`src/rtl/assert_macros.svh`:
```
// Assertion macros shared by the RTL of the frame statistics block.
// Included by modules that carry concurrent checks.
`ifndef ASSERT_MACROS_SVH
`define ASSERT_MACROS_SVH
// Implication checked on every clock edge outside reset.
`define ASSERT_IMPL(lbl, clk, rstn, ante, cons) \
  lbl: assert property (@(posedge clk) disable iff (!rstn) (ante) |-> (cons)) \
    else $error("assertion failed");
// Next-cycle implication.
`define ASSERT_NEXT(lbl, clk, rstn, ante, cons) \
  lbl: assert property (@(posedge clk) disable iff (!rstn) (ante) |=> (cons)) \
    else $error("assertion failed");
`endif

```
`src/rtl/swfs_div.sv`:
```
// Restoring radix-2 unsigned divider, one quotient bit per cycle.
// No dependencies.
module swfs_div #(
  parameter int unsigned NumW = 64,
  parameter int unsigned DenW = 32
) (
  input  logic            clk_i,
  input  logic            rst_ni,
  input  logic            start_i,
  input  logic [NumW-1:0] num_i,
  input  logic [DenW-1:0] den_i,
  output logic            done_o,
  output logic [NumW-1:0] quo_o
);
  localparam int unsigned CW = $clog2(NumW + 1);
  logic [NumW-1:0] quo_q, quo_d;
  logic [DenW:0]   rem_q, rem_d;
  logic [DenW-1:0] den_q;
  logic [CW-1:0]   cnt_q, cnt_d;
  logic            busy_q, busy_d, done_q, done_d;
  logic [DenW:0]   trial;

  always_comb begin
    quo_d = quo_q;
    rem_d = rem_q;
    cnt_d = cnt_q;
    busy_d = busy_q;
    done_d = 1'b0;
    trial = '0;
    if (start_i) begin
      quo_d = num_i;
      rem_d = '0;
      cnt_d = CW'(NumW);
      busy_d = 1'b1;
    end else if (busy_q) begin
      trial = {rem_q[DenW-1:0], quo_q[NumW-1]};
      if (trial >= {1'b0, den_q}) begin
        rem_d = trial - {1'b0, den_q};
        quo_d = {quo_q[NumW-2:0], 1'b1};
      end else begin
        rem_d = trial;
        quo_d = {quo_q[NumW-2:0], 1'b0};
      end
      cnt_d = cnt_q - 1'b1;
      if (cnt_q == CW'(1)) begin
        busy_d = 1'b0;
        done_d = 1'b1;
      end
    end
  end

  always_ff @(posedge clk_i or negedge rst_ni) begin
    if (!rst_ni) begin
      busy_q <= 1'b0;
      done_q <= 1'b0;
      cnt_q <= '0;
    end else begin
      busy_q <= busy_d;
      done_q <= done_d;
      cnt_q <= cnt_d;
    end
  end

  always_ff @(posedge clk_i) begin
    quo_q <= quo_d;
    rem_q <= rem_d;
    if (start_i) den_q <= den_i;
  end

  assign done_o = done_q;
  assign quo_o = quo_q;
endmodule

```
`config.mk`:
```
export PLATFORM = sky130hd
export DESIGN_NAME = swfs_div
export DESIGN_NICKNAME = d
export VERILOG_FILES = /design/src/rtl/assert_macros.svh /design/src/rtl/swfs_div.sv
export SDC_FILE = /design/constraint.sdc
export NUM_CORES = 1
export LEC_CHECK = 0
export BUFFER_PORTS_ARGS = -buffer_cell sky130_fd_sc_hd__buf_2
export CAP_MARGIN = 40
export CORE_ASPECT_RATIO = 0.75
export CORE_MARGIN = 4
export CORE_UTILIZATION = 45
export CTS_CLUSTER_DIAMETER = 30
export DETAILED_ROUTE_END_ITERATION = 7
export HOLD_SLACK_MARGIN = 0.08
export PLACE_DENSITY = 0.66
export SLEW_MARGIN = 15
export SYNTH_ARGS = -nofsm -noshare
export SYNTH_HDL_FRONTEND = slang
export SYNTH_SLANG_ARGS = --single-unit
export TNS_END_PERCENT = 10
```
`constraint.sdc`:
```
create_clock -name clk_i -period 3.4 [get_ports clk_i]
set_input_delay 0.51 -clock clk_i [delete_from_list [all_inputs] [get_ports clk_i]]
set_output_delay 0.51 -clock clk_i [all_outputs]
set_load 0.02 [all_outputs]
```
==> results.json <==
{
  "total_detailed_routing_wirelength_um": 17200,
  "number_of_drc_violations_after_detailed_routing": 0,
  "fin_hold_ws_ns": 0.256,
  "dieHeight_um": 117,
  "cp_data_required_time_ns": 3.72,
  "synth_sequential_area_ratio_pct": 52.1,
  "die_x_um": 154,
  "detail_route.vias_per_cell": 5.38,
  "n_fill_cell": 1335,
  "setup_viol": 0,
  "drt_pre_antenna_iters": 7,
  "initialDrtViolationCount": 360,
  "crit_path_max_fanout": 3,
  "setup_tns_ns": 0,
  "area.sequential_um2": 3750,
  "routedWlPerCell_um": 17.0,
  "stdcell_count": 1011,
  "clock_tree.root_cell": "sky130_fd_sc_hd__clkbuf_16",
  "synth_register_bits": 137,
  "slew_headroom_pct": 43.7,
  "multi_input_area_um2": 3180,
  "synth-edff-count": 96,
  "critical-path-max-stage-delay_ns": 0.52,
  "placementRows": 39,
  "timing.critical_path.arrival_ns": 3.42,
  "initial_core_util_pct": 46.6,
  "grt.met2_usage_pct": 29.7,
  "netlist_area_um2": 7190,
  "gr-total-overflow": 0,
  "critPathLaunchType": "register",
  "crit_top_cell": "sky130_fd_sc_hd__a21oi_1",
  "grt_busiest_layer": "met2",
  "max-vdd-ir-drop_uv": 381,
  "cts-buffers-inserted": 17,
  "rsz0062_at_grt": "no",
  "synthFlopType": "sky130_fd_sc_hd__edfxtp_1",
  "critical_path_class": "register to register",
  "power_per_cell_area_nw_per_um2": 740,
  "final_stage_net_count": 927,
  "track_usage_pct": 19.2,
  "numPlacedInstances": 978,
  "async_set_or_reset_register_ratio_after_synthesis_pct": 6.57,
  "max_cap_viols": 0,
  "min_period_ns": 3.10,
  "post_synth_inst_count": 628,
  "routabilityCongestion": 0.867,
  "cts.clk_slew.worst_paths_ns": 0.07,
  "synth-warning-count": 0,
  "worst_path_dominant_cell_family": "compound AO/OA/AOI/OAI gates",
  "run_status": "completed",
  "cts_hold_buf": 1,
  "grt_max_degree": 65,
  "grt_first_pass_wirelength_um": 28500,
  "clock-skew-final_ns": 0.00896,
  "r2r_slack_ns": 0.30,
  "postRouteAntennaNets": 0,
  "first_global_vias": 5669,
  "layout_overhead_on_the_synthesized_area_pct": 22.2,
  "min_period_over_period_pct": 91.2,
  "timing.hold.worst.class": "primary input to register",
  "placeableCoreArea_um2": 15400,
  "critPathBufInv": 1,
  "worstSetupEndpointType": "register",
  "synth_cell_types": 57,
  "postCtsSetupBuffers": 0,
  "tightestPinTransition_ns": 0.845,
  "mappedNetlistNets": 762,
  "tritoncts": "built",
  "timing.critical_path.cells": "inv_1, ha_1, fa_1, nand2b_1, a21o_1, a21oi_1, nor3_1, o31ai_1, a31oi_1, xor2_1, a21oi_1, a22o_1",
  "worst_path_max_delay_cell": "sky130_fd_sc_hd__o31ai_1",
  "numPortBuffers": 163,
  "synthesized_area_per_cell_um2": 11.4,
  "clock_insertion_delay_worst_skew_ns": 0.42,
  "post-dp-hpwl_um": 12400,
  "postCtsResizedCells": 0,
  "ios": 164,
  "max_clock_freq_mhz": 322,
  "cellLeakagePower_nw": 3.74,
  "layout-drive-gt1-share_pct": 33.9,
  "grtUsageMet3_pct": 7.35,
  "design.die.area_um2": 18100,
  "tritoncts_num_sinks": 137,
  "report.final.hold_viol_count": 0,
  "clock_tree.htree_level_count": 4,
  "antenna-diode-count": 0,
  "grtUsageMet1_pct": 25.3,
  "antenna_violations_before_repair": 0,
  "clk_path_buf_depth": 2,
  "final-max-slew-violation-count": 0,
  "via_count": 5444
}
-- cells in the mapped netlist (4+ instances only) --
master | number | area share [%]
sky130_fd_sc_hd__and3_1 | 4 | 0.35
sky130_fd_sc_hd__nand3_1 | 6 | 0.42
sky130_fd_sc_hd__a21o_1 | 8 | 0.84
sky130_fd_sc_hd__clkbuf_1 | 16 | 0.84
sky130_fd_sc_hd__o21ai_0 | 11 | 0.77
sky130_fd_sc_hd__nand4_1 | 6 | 0.52
sky130_fd_sc_hd__nor2b_1 | 5 | 0.44
sky130_fd_sc_hd__buf_4 | 4 | 0.42
sky130_fd_sc_hd__mux2i_1 | 20 | 2.8
sky130_fd_sc_hd__a211oi_1 | 24 | 2.5
sky130_fd_sc_hd__nor2_1 | 52 | 2.7
sky130_fd_sc_hd__dfxtp_1 | 32 | 8.9
sky130_fd_sc_hd__nor3_1 | 6 | 0.42
sky130_fd_sc_hd__xnor2_1 | 20 | 2.4
sky130_fd_sc_hd__ha_1 | 34 | 5.9
sky130_fd_sc_hd__mux2_2 | 65 | 10
sky130_fd_sc_hd__o21a_1 | 4 | 0.42
sky130_fd_sc_hd__dfrtp_1 | 9 | 3.1
sky130_fd_sc_hd__nand2_1 | 41 | 2.1
sky130_fd_sc_hd__edfxtp_1 | 96 | 40
sky130_fd_sc_hd__a21oi_1 | 32 | 2.2
sky130_fd_sc_hd__nand2b_1 | 9 | 0.78
sky130_fd_sc_hd__o21ai_1 | 20 | 1.4
sky130_fd_sc_hd__a31oi_1 | 6 | 0.52
sky130_fd_sc_hd__o211ai_1 | 7 | 0.73
sky130_fd_sc_hd__inv_1 | 41 | 2.1
sky130_fd_sc_hd__xor2_1 | 11 | 1.3
-- layout make-up --
class / count / share of cell area [%]
Tap cell: 205 / 2.92
Inverter: 41 / 1.75
Clock inverter: 14 / 1.45
Clock buffer: 18 / 4.88
Multi-Input combinational cell: 425 / 36.2
Sequential cell: 137 / 42.7
Timing Repair Buffer: 171 / 10.2
-- worst paths after layout --
path / cells past startpoint / to / from
min in group asynchronous: 2 / cnt_q[4] / rst_ni
hold / removal: 1 / den_q[4] / den_i[4]
max in group asynchronous: 2 / cnt_q[0] / rst_ni
setup / recovery: 12 / rem_q[28] / quo_o[63]
hold reg to reg: 2 / rem_q[30] / rem_q[30]
setup reg to reg: 12 / rem_q[28] / quo_o[63]
-- state kept, by name, indices dropped and copies added, names as in the netlist --
signal  count
rem_q      32
quo_o      64
done_o      1
cnt_q       7
den_q      32
busy_q      1
-- cells by family after synthesis --
group / count (synthesis) / share of synthesized area [%]
AO/OA/AOI/OAI: 134 / 12.3
XOR/XNOR: 31 / 3.78
adder cells (fa/ha/maj): 35 / 6.20
buffers and inverters: 66 / 3.79
flip-flops: 137 / 52.1
multiplexers: 85 / 13.0
AND/OR/NAND/NOR: 140 / 8.86
-- stage by stage --
stage | total power [mW] | cell area, um2 | util [%] | setup slack [ns]
floorplan | 4.14 | 7190 | - | 0.660
global placement | 4.65 | 8220 | 53.3 | 0.530
detailed placement | 4.73 | 8220 | 53.3 | 0.358
CTS | 6.53 | 8790 | 57.0 | 0.329
global route | 6.91 | 8790 | 57.0 | 0.103
finish | 6.50 | 8790 | 57.0 | 0.298
-- cells in the final DEF (no fill, tap or decap), drive strengths merged, types with 3 or more instances in the layout --
cell    Yosys  layout
edfxtp     96      96
nand3       6       6
nand2b      9       9
nor2b       5       5
mux2       65      65
ha         34      34
xor2       11      11
a21oi      33      33
o21ai      31      31
a21o        8       8
and3        4       4
nor2       52      52
o21a        4       4
nand2      41      41
mux2i      20      20
dfrtp       9       9
nor3        6       6
buf         8     170
dfxtp      32      32
clkinv      0       3
a211oi     26      26
o211ai      7       7
clkbuf     17      18
xnor2      20      20
inv        41      51
nand4       6       6
a31oi       6       6
-- routing by layer --
layer	wire [um]	up-vias	part of all wire (%)
met5	0	-	0
met4	252	0	1.5
met3	1370	28	8.0
met2	8030	212	47
met1	7570	2566	44
li1	-	2638	-
-- power by group --
part | switching (mW) | leakage [nW] | total [mW] | internal, mW
Clock | 0.790 | 0.274 | 1.76 | 0.966
Combinational | 1.37 | 2.10 | 2.38 | 1.02
Sequential | 0.221 | 1.36 | 2.36 | 2.14
Total | 2.38 | 3.74 | 6.50 | 4.12
Note: power is estimated with default switching activity, not from simulation.
