$ cat src/rtl/assert_macros.svh
// Assertion macros shared by the RTL of the frame statistics block.
// Included by modules that carry concurrent checks.
`ifndef ASSERT_MACROS_SVH
`define ASSERT_MACROS_SVH
// Implication checked on every clock edge outside reset.
`define ASSERT_IMPL(lbl, clk, rstn, ante, cons) \
  lbl: assert property (@(posedge clk) disable iff (!rstn) (ante) |-> (cons)) \
    else $error("assertion failed");
// Next-cycle implication.
`define ASSERT_NEXT(lbl, clk, rstn, ante, cons) \
  lbl: assert property (@(posedge clk) disable iff (!rstn) (ante) |=> (cons)) \
    else $error("assertion failed");
`endif

$ cat src/rtl/swfs_ram.sv
// Generic single-port-write, single-port-read RAM with registered read.
// No dependencies.
module swfs_ram #(
  parameter int unsigned Width = 20,
  parameter int unsigned Depth = 64
) (
  input  logic                     clk_i,
  input  logic                     we_i,
  input  logic [$clog2(Depth)-1:0] waddr_i,
  input  logic [Width-1:0]         wdata_i,
  input  logic [$clog2(Depth)-1:0] raddr_i,
  output logic [Width-1:0]         rdata_o
);
  logic [Width-1:0] mem_q [Depth];

  always_ff @(posedge clk_i) begin
    if (we_i) mem_q[waddr_i] <= wdata_i;
    rdata_o <= mem_q[raddr_i];
  end
endmodule

$ cat config.mk
export PLATFORM = sky130hd
export DESIGN_NAME = swfs_ram
export DESIGN_NICKNAME = d
export VERILOG_FILES = /design/src/rtl/assert_macros.svh /design/src/rtl/swfs_ram.sv
export SDC_FILE = /design/constraint.sdc
export NUM_CORES = 1
export LEC_CHECK = 0
export BUFFER_PORTS_ARGS = -buffer_cell sky130_fd_sc_hd__buf_2
export CORE_ASPECT_RATIO = 0.75
export CORE_UTILIZATION = 30
export CTS_CLUSTER_DIAMETER = 80
export DETAILED_ROUTE_END_ITERATION = 10
export PLACE_DENSITY_LB_ADDON = 0.15
export SYNTH_ARGS = -nofsm -noshare
export SYNTH_HDL_FRONTEND = slang
export SYNTH_SLANG_ARGS = --single-unit
$ cat constraint.sdc
create_clock -name clk_i -period 5.1 [get_ports clk_i]
set_input_delay 0 -clock clk_i [delete_from_list [all_inputs] [get_ports clk_i]]
set_output_delay 0 -clock clk_i [all_outputs]
set_load 0.1 [all_outputs]
==> run metrics, run 1 <==
syn_nets 2277; Comb power frac 5.8%; Clock Sinks 1300; critical path capture point rdata_o[13]; cell area after synthesis 49500 sq um; RR Startpoint mem_q[47][19]; Final Net Count 2442; GRT overflow 0; Peak VDD IR 0.000375 V; fin cells 4658; DR vias/cell 5.04; P per Cell Area 394 nW/um^2; gr usage total 16.8%; worst setup path category input pin to flop; area grow syn2layout 15.6%; worst-path fanout max 62; most frequent cells in the layout 1280 x edfxtp_1, 264 x mux4_2, 184 x mux2i_1, 138 x clkbuf_16, 71 x buf_4; Die H 354 um; clock root cell clkbuf_16; min Tclk post-route 2560 ps; Reg clk slew, reported paths 60 ps; worst-case clock buffer depth 3; final setup fails 0; routed wire length 140000 um; CP Launch Point raddr_i[2]; Worst Max-Slew Pin Slew 1340 ps; RSZ-0062 raised after global routing no; FF+latch area 38800 sq um; Port Buffers 53; filler instances 15.0k; multi-input logic area 10300 sq um; htree depth 4; Setup Buffers After CTS 0; detailed placement HPWL 80700 um; DRC 0; placed cell area 52800 sq um; Core ar. 163000 sq um; synthesized instance count 2243; Leak 17.9 nW; gpl congestion 0.796; total power 22.6 mW; post-synthesis sequential area ratio 78.5%; CP Launch Type input pin; fraction of layout cells with a size suffix above 1 25.7%; Synth Register Bits 1300; Starting Density 30.4%; # IOs 54; Skew-Pair Late Insertion Delay 770 ps; Chip Width 471 um; Final Max Slew Viols 0; clock buffer count from CTS 134; ANT nets after route 0; CP endpoint kind flop; final hold vios 0; Worst EP required 5820 ps; switching power 5.01 mW; slew margin rel. 11.0%; CTS tree built; Worst Skew 25.6 ps; dpl cells 4391; DIE AREA 167000 sq um; initial antenna violation count 20; first-pass GRT wire length 194000 um; per-cell routed wire length 30.1 um; Hold Path Class input pin to flop; Max Cap Viol 0; Flop pwr share 52.7%; via count 23.5k; num rows 128; CP max stage delay 880 ps; Final TNS setup 0 ps; design area 57200 sq um; RR Endpoint rdata_o[19]; largest net degree at the start of global routing 86; max frequency 0.391 GHz; flop-to-flop setup slack 2690 ps; switching share of power 22.2%; utilization after layout 35.1%; Yosys cell types 36; synth warn 0; Int Pwr 17.6 mW; vias in the first global route 23.9k; Clk pwr share 41.6%; status completed; most common cell after layout, fill and taps aside edfxtp_1; drt first pass iters 5; Iteration-0 DRC Markers 2343; Mapped Avg Cell Area 22.1 sq um; fin crit share 50.2%; Post-CTS Resized 0; CP Cell Sequence buf_8, buf_4, mux4_2, o22ai_1, a21o_1, o31ai_1, and3_1; worst reg-to-reg path cell count 4; Arr. time, crit path 3270 ps; Crit-path slowest cell buf_4; Post-CTS Hold Fix Bufs 26
==> through the flow <==
stage	hold slack, ps	setup WS [ps]
floorplan	98.9	2760
global placement	511	1530
detailed placement	520	1690
CTS	5.31	2500
global route	39.3	2460
finish	48.6	2540
==> final cells by class <==
| cell class | count | share of cell area [%] |
|---|---|---|
| clock buffers | 190 | 6.50 |
| flip-flops and latches | 1300 | 67.9 |
| diodes | 7 | 0.0306 |
| inverters | 1 | 0.00656 |
| repair buffers | 157 | 2.17 |
| well taps | 2145 | 4.69 |
| multi-input cells | 814 | 18.0 |
| clock inverters | 44 | 0.691 |
==> synthesized netlist by cell type <==
library cell	n	area share, %
buf_2	48	0.49
a21oi_1	3	0.030
or3b_2	2	0.035
and3_1	16	0.20
a31oi_1	32	0.40
nand2_1	12	0.091
dfxtp_1	20	0.81
mux2_2	6	0.14
nand4b_1	1	0.018
clkbuf_1	49	0.37
o21ai_0	32	0.32
nand2b_1	6	0.076
nand4_1	2	0.025
and2_1	1	0.013
buf_6	7	0.16
a22oi_1	64	0.97
mux4_2	264	12
nand3b_1	4	0.061
a311oi_1	2	0.035
nand3_1	6	0.061
inv_1	1	0.0076
a21o_1	15	0.23
or3_1	2	0.025
o22ai_1	52	0.66
nor2b_1	7	0.088
a211oi_1	2	0.030
buf_1	2	0.015
edfxtp_1	1280	78
buf_4	22	0.33
a31o_2	1	0.018
o22a_1	2	0.035
o31ai_1	15	0.23
nor3_1	6	0.061
or2_2	1	0.013
nor2_1	74	0.56
mux2i_1	184	3.7
==> per-layer routing <==
metal	vias to the layer above	global-route usage (%)	share of wire (%)
met1	12921	25.0	47
met2	584	25.3	45
met3	144	3.15	5.7
met4	0	4.17	1.9
met5	-	0	0
li1	9845	-	-
==> worst max-delay path: cells and delay by family <==
kind / cells / cell delay [ps]
AO/OA/AOI/OAI: 3 / 1180
AND/OR/NAND/NOR: 1 / 260
multiplexers: 1 / 370
buffers and inverters: 2 / 1280
==> worst min-delay path by stage <==
| stage | from | end | slack (ps) | cells past startpoint |
|---|---|---|---|---|
| 3_3_place_gp | waddr_i[2] | mem_q[54][0] | 510 | 3 |
| 2_1_floorplan | wdata_i[0] | mem_q[0][0] | 100 | 0 |
| 6_report | wdata_i[18] | mem_q[50][18] | 50 | 1 |
| 3_5_place_dp | waddr_i[2] | mem_q[54][0] | 520 | 3 |
| 4_1_cts | waddr_i[5] | mem_q[53][3] | 5 | 3 |
| 5_1_grt | waddr_i[5] | mem_q[53][3] | 40 | 3 |
==> sequential cells by signal, summed over array words and instances (netlist names) <==
signal	cells
mem_q	1280
rdata_o	20
==> power by group through the flow <==
stage          Clock (mW)  Sequential [mW]  Combinational [mW]
2_1_floorplan           0             12.2               0.573
3_3_place_gp            0             12.1                1.30
3_5_place_dp            0             12.1                1.32
6_report             9.38             11.9                1.30
5_1_grt              10.0             11.9                1.37
4_1_cts              9.63             11.9                1.33
==> cells by family (layout without fill, tap and decap cells) <==
logic type / count (synthesis) / after routing / share of synthesized area, %
AO/OA/AOI/OAI: 220 / 220 / 2.96
buffers and inverters: 129 / 392 / 1.37
flip-flops: 1300 / 1300 / 78.5
multiplexers: 454 / 454 / 15.9
other: 0 / 7 / 0
AND/OR/NAND/NOR: 140 / 140 / 1.33
Note: power is estimated with default switching activity, not from simulation.
==> run 2: changes to the inputs <==
- ABC_AREA: unset -> 1
- clock period: 5.1 -> 2.6 ns (I/O delays scaled with it)
==> run metrics, run 2 <==
Port Buffers 53; design area 61100 sq um; area grow syn2layout 17.1%; Commonest cells post-synth 1620 x nand2_1, 1280 x edfxtp_1, 1087 x nand3_1; routed wire length 173000 um; Starting Density 30.2%; Worst Hold Depth 2; most common cell after layout, fill and taps aside nand2_1; Top reg by flops mem_q; DIE AREA 175000 sq um; Worst EP required 3310 ps; largest net degree at the start of global routing 65; first-pass GRT wire length 248000 um; slew margin rel. 42.5%; Iteration-0 DRC Markers 3316; syn_nets 4407; Synth Flop Type edfxtp_1; Post-synth EDFFs 1280; worst hold slack 90.5 ps; Hold Path Class input pin to flop; filler instances 16.9k; Area contributors post-synth edfxtp_1 74%, nand2_1 12%, nand3_1 10%; DRC 0; max frequency 0.442 GHz; post-synthesis sequential area ratio 74.5%; Synth Register Bits 1300; synth warn 0; top flop regs mem_q (1280), rdata_o (20); Worst Max-Slew Pin Slew 862 ps; CP endpoint kind flop; HP Start wdata_i[11]; final hold vios 0; Yosys cell types 13; Synth async-reset ratio 0%; cell area after synthesis 52100 sq um; CP Launch Type input pin; fraction of layout cells with a size suffix above 1 11.5%; clock root cell clkbuf_16; min Tclk post-route 2260 ps; hold path endpoint mem_q[26][11]; Mapped Avg Cell Area 11.9 sq um; clock buffer count from CTS 136; most frequent cell after synthesis nand2_1; DR vias/cell 4.93; status completed; Arr. time, crit path 2970 ps; Die H 363 um; flop-to-flop setup slack 370 ps; Clock Sinks 1300; fin crit share 87.0%; CTS tree built; Final Max Slew Viols 0; total power 45.6 mW; fin cells 6933; # IOs 54; RSZ-0062 raised after global routing no; per-cell routed wire length 25.0 um; Post-CTS Hold Fix Bufs 34; Synth top area share 73.7%; most frequent cells in the layout 1620 x nand2_1, 1280 x edfxtp_1, 1087 x nand3_1, 171 x buf_4, 143 x clkbuf_16; Max Cap Viol 0; Reg clk slew, reported paths 60 ps; worst-case clock buffer depth 3; initial antenna violation count 5; dpl cells 6652; Skew-Pair Late Insertion Delay 780 ps; placed cell area 56500 sq um; top cell type by total area after synthesis edfxtp_1; ANT nets after route 0; num rows 132; worst setup path category input pin to flop; Final Net Count 4580; Leak 21.7 nW; final setup fails 0; detailed placement HPWL 101000 um; Worst Skew 31.6 ps; Chip Width 483 um; max reg flops 1280; synthesized instance count 4373; P per Cell Area 746 nW/um^2; Core ar. 173000 sq um; RR Endpoint rdata_o[2]; Post-CTS Resized 0; gr usage total 19.7%; gpl congestion 0.792; Peak VDD IR 0.000640 V; RR Startpoint mem_q[53][2]; via count 34.2k; htree depth 4; worst reg-to-reg path cell count 10; GRT overflow 0; drt first pass iters 6; Setup Buffers After CTS 0; vias in the first global route 32.4k; worst-path fanout max 23; utilization after layout 35.4%
==> run 2: cell types whose count changed after synthesis, moves of 52 or more <==
cell | before | now
a22oi_1 | 64 | 0
buf_2 | 48 | 180
mux2i_1 | 184 | 0
mux4_2 | 264 | 0
nand2_1 | 12 | 1620
nand3_1 | 6 | 1087
o22ai_1 | 52 | 0
==> run 2: area by class of cell <==
type,count,area (sq um),share of cell area [%]
diodes,4,10.0,0.0164
clock buffers,186,3790,6.21
clock inverters,57,385,0.631
inverters,12,66.3,0.109
multi-input cells,2780,12000,19.7
flip-flops and latches,1300,38800,63.6
well taps,2278,2850,4.67
repair buffers,316,3090,5.06
==> run 2: worst max path at each step <==
stage,startpoint,end,cells after the start
finish,raddr_i[2],rdata_o[2],12
global route,mem_q[54][2],rdata_o[2],10
CTS,mem_q[54][2],rdata_o[2],10
detailed placement,raddr_i[0],rdata_o[2],12
global placement,raddr_i[0],rdata_o[2],12
floorplan,we_i,mem_q[48][0],3
==> run 2: where the power goes <==
group	switching, mW	internal (mW)
Sequential	0.0838	23.2
Clock	8.32	10.5
Combinational	2.60	0.860
==> run 2: worst max-delay path, stage by stage <==
cell and delay (ps):
dlygate4sd3_1 550, buf_6 190, inv_6 250, buf_12 230
buf_12 230, nand3_1 100, nand2_1 120, nand2_1 90
nand3_1 380, nand3_1 120, dlygate4sd3_1 580, nand2_1 70
==> run 2: routing by layer <==
metal | GRT usage [%] | vias to the layer above | routed length (um)
li1 | - | 15785 | -
met1 | 30.7 | 17268 | 87200
met2 | 28.3 | 975 | 73200
met3 | 2.64 | 176 | 9990
met4 | 4.89 | 2 | 2930
met5 | 0 | - | 13
==> run 2: per-stage QoR <==
| stage | setup slack [ps] | setup TNS (ps) |
|---|---|---|
| global placement | 207 | 0 |
| floorplan | -348 | -55690 |
| global route | 260 | 0 |
| detailed placement | 216 | 0 |
| CTS | 378 | 0 |
| finish | 339 | 0 |
==> run 2: cells by family after synthesis <==
| logic type | after synthesis | synth area share (%) |
|---|---|---|
| simple gates | 2780 | 22.7 |
| flops | 1300 | 74.5 |
| buf+inv | 293 | 2.78 |
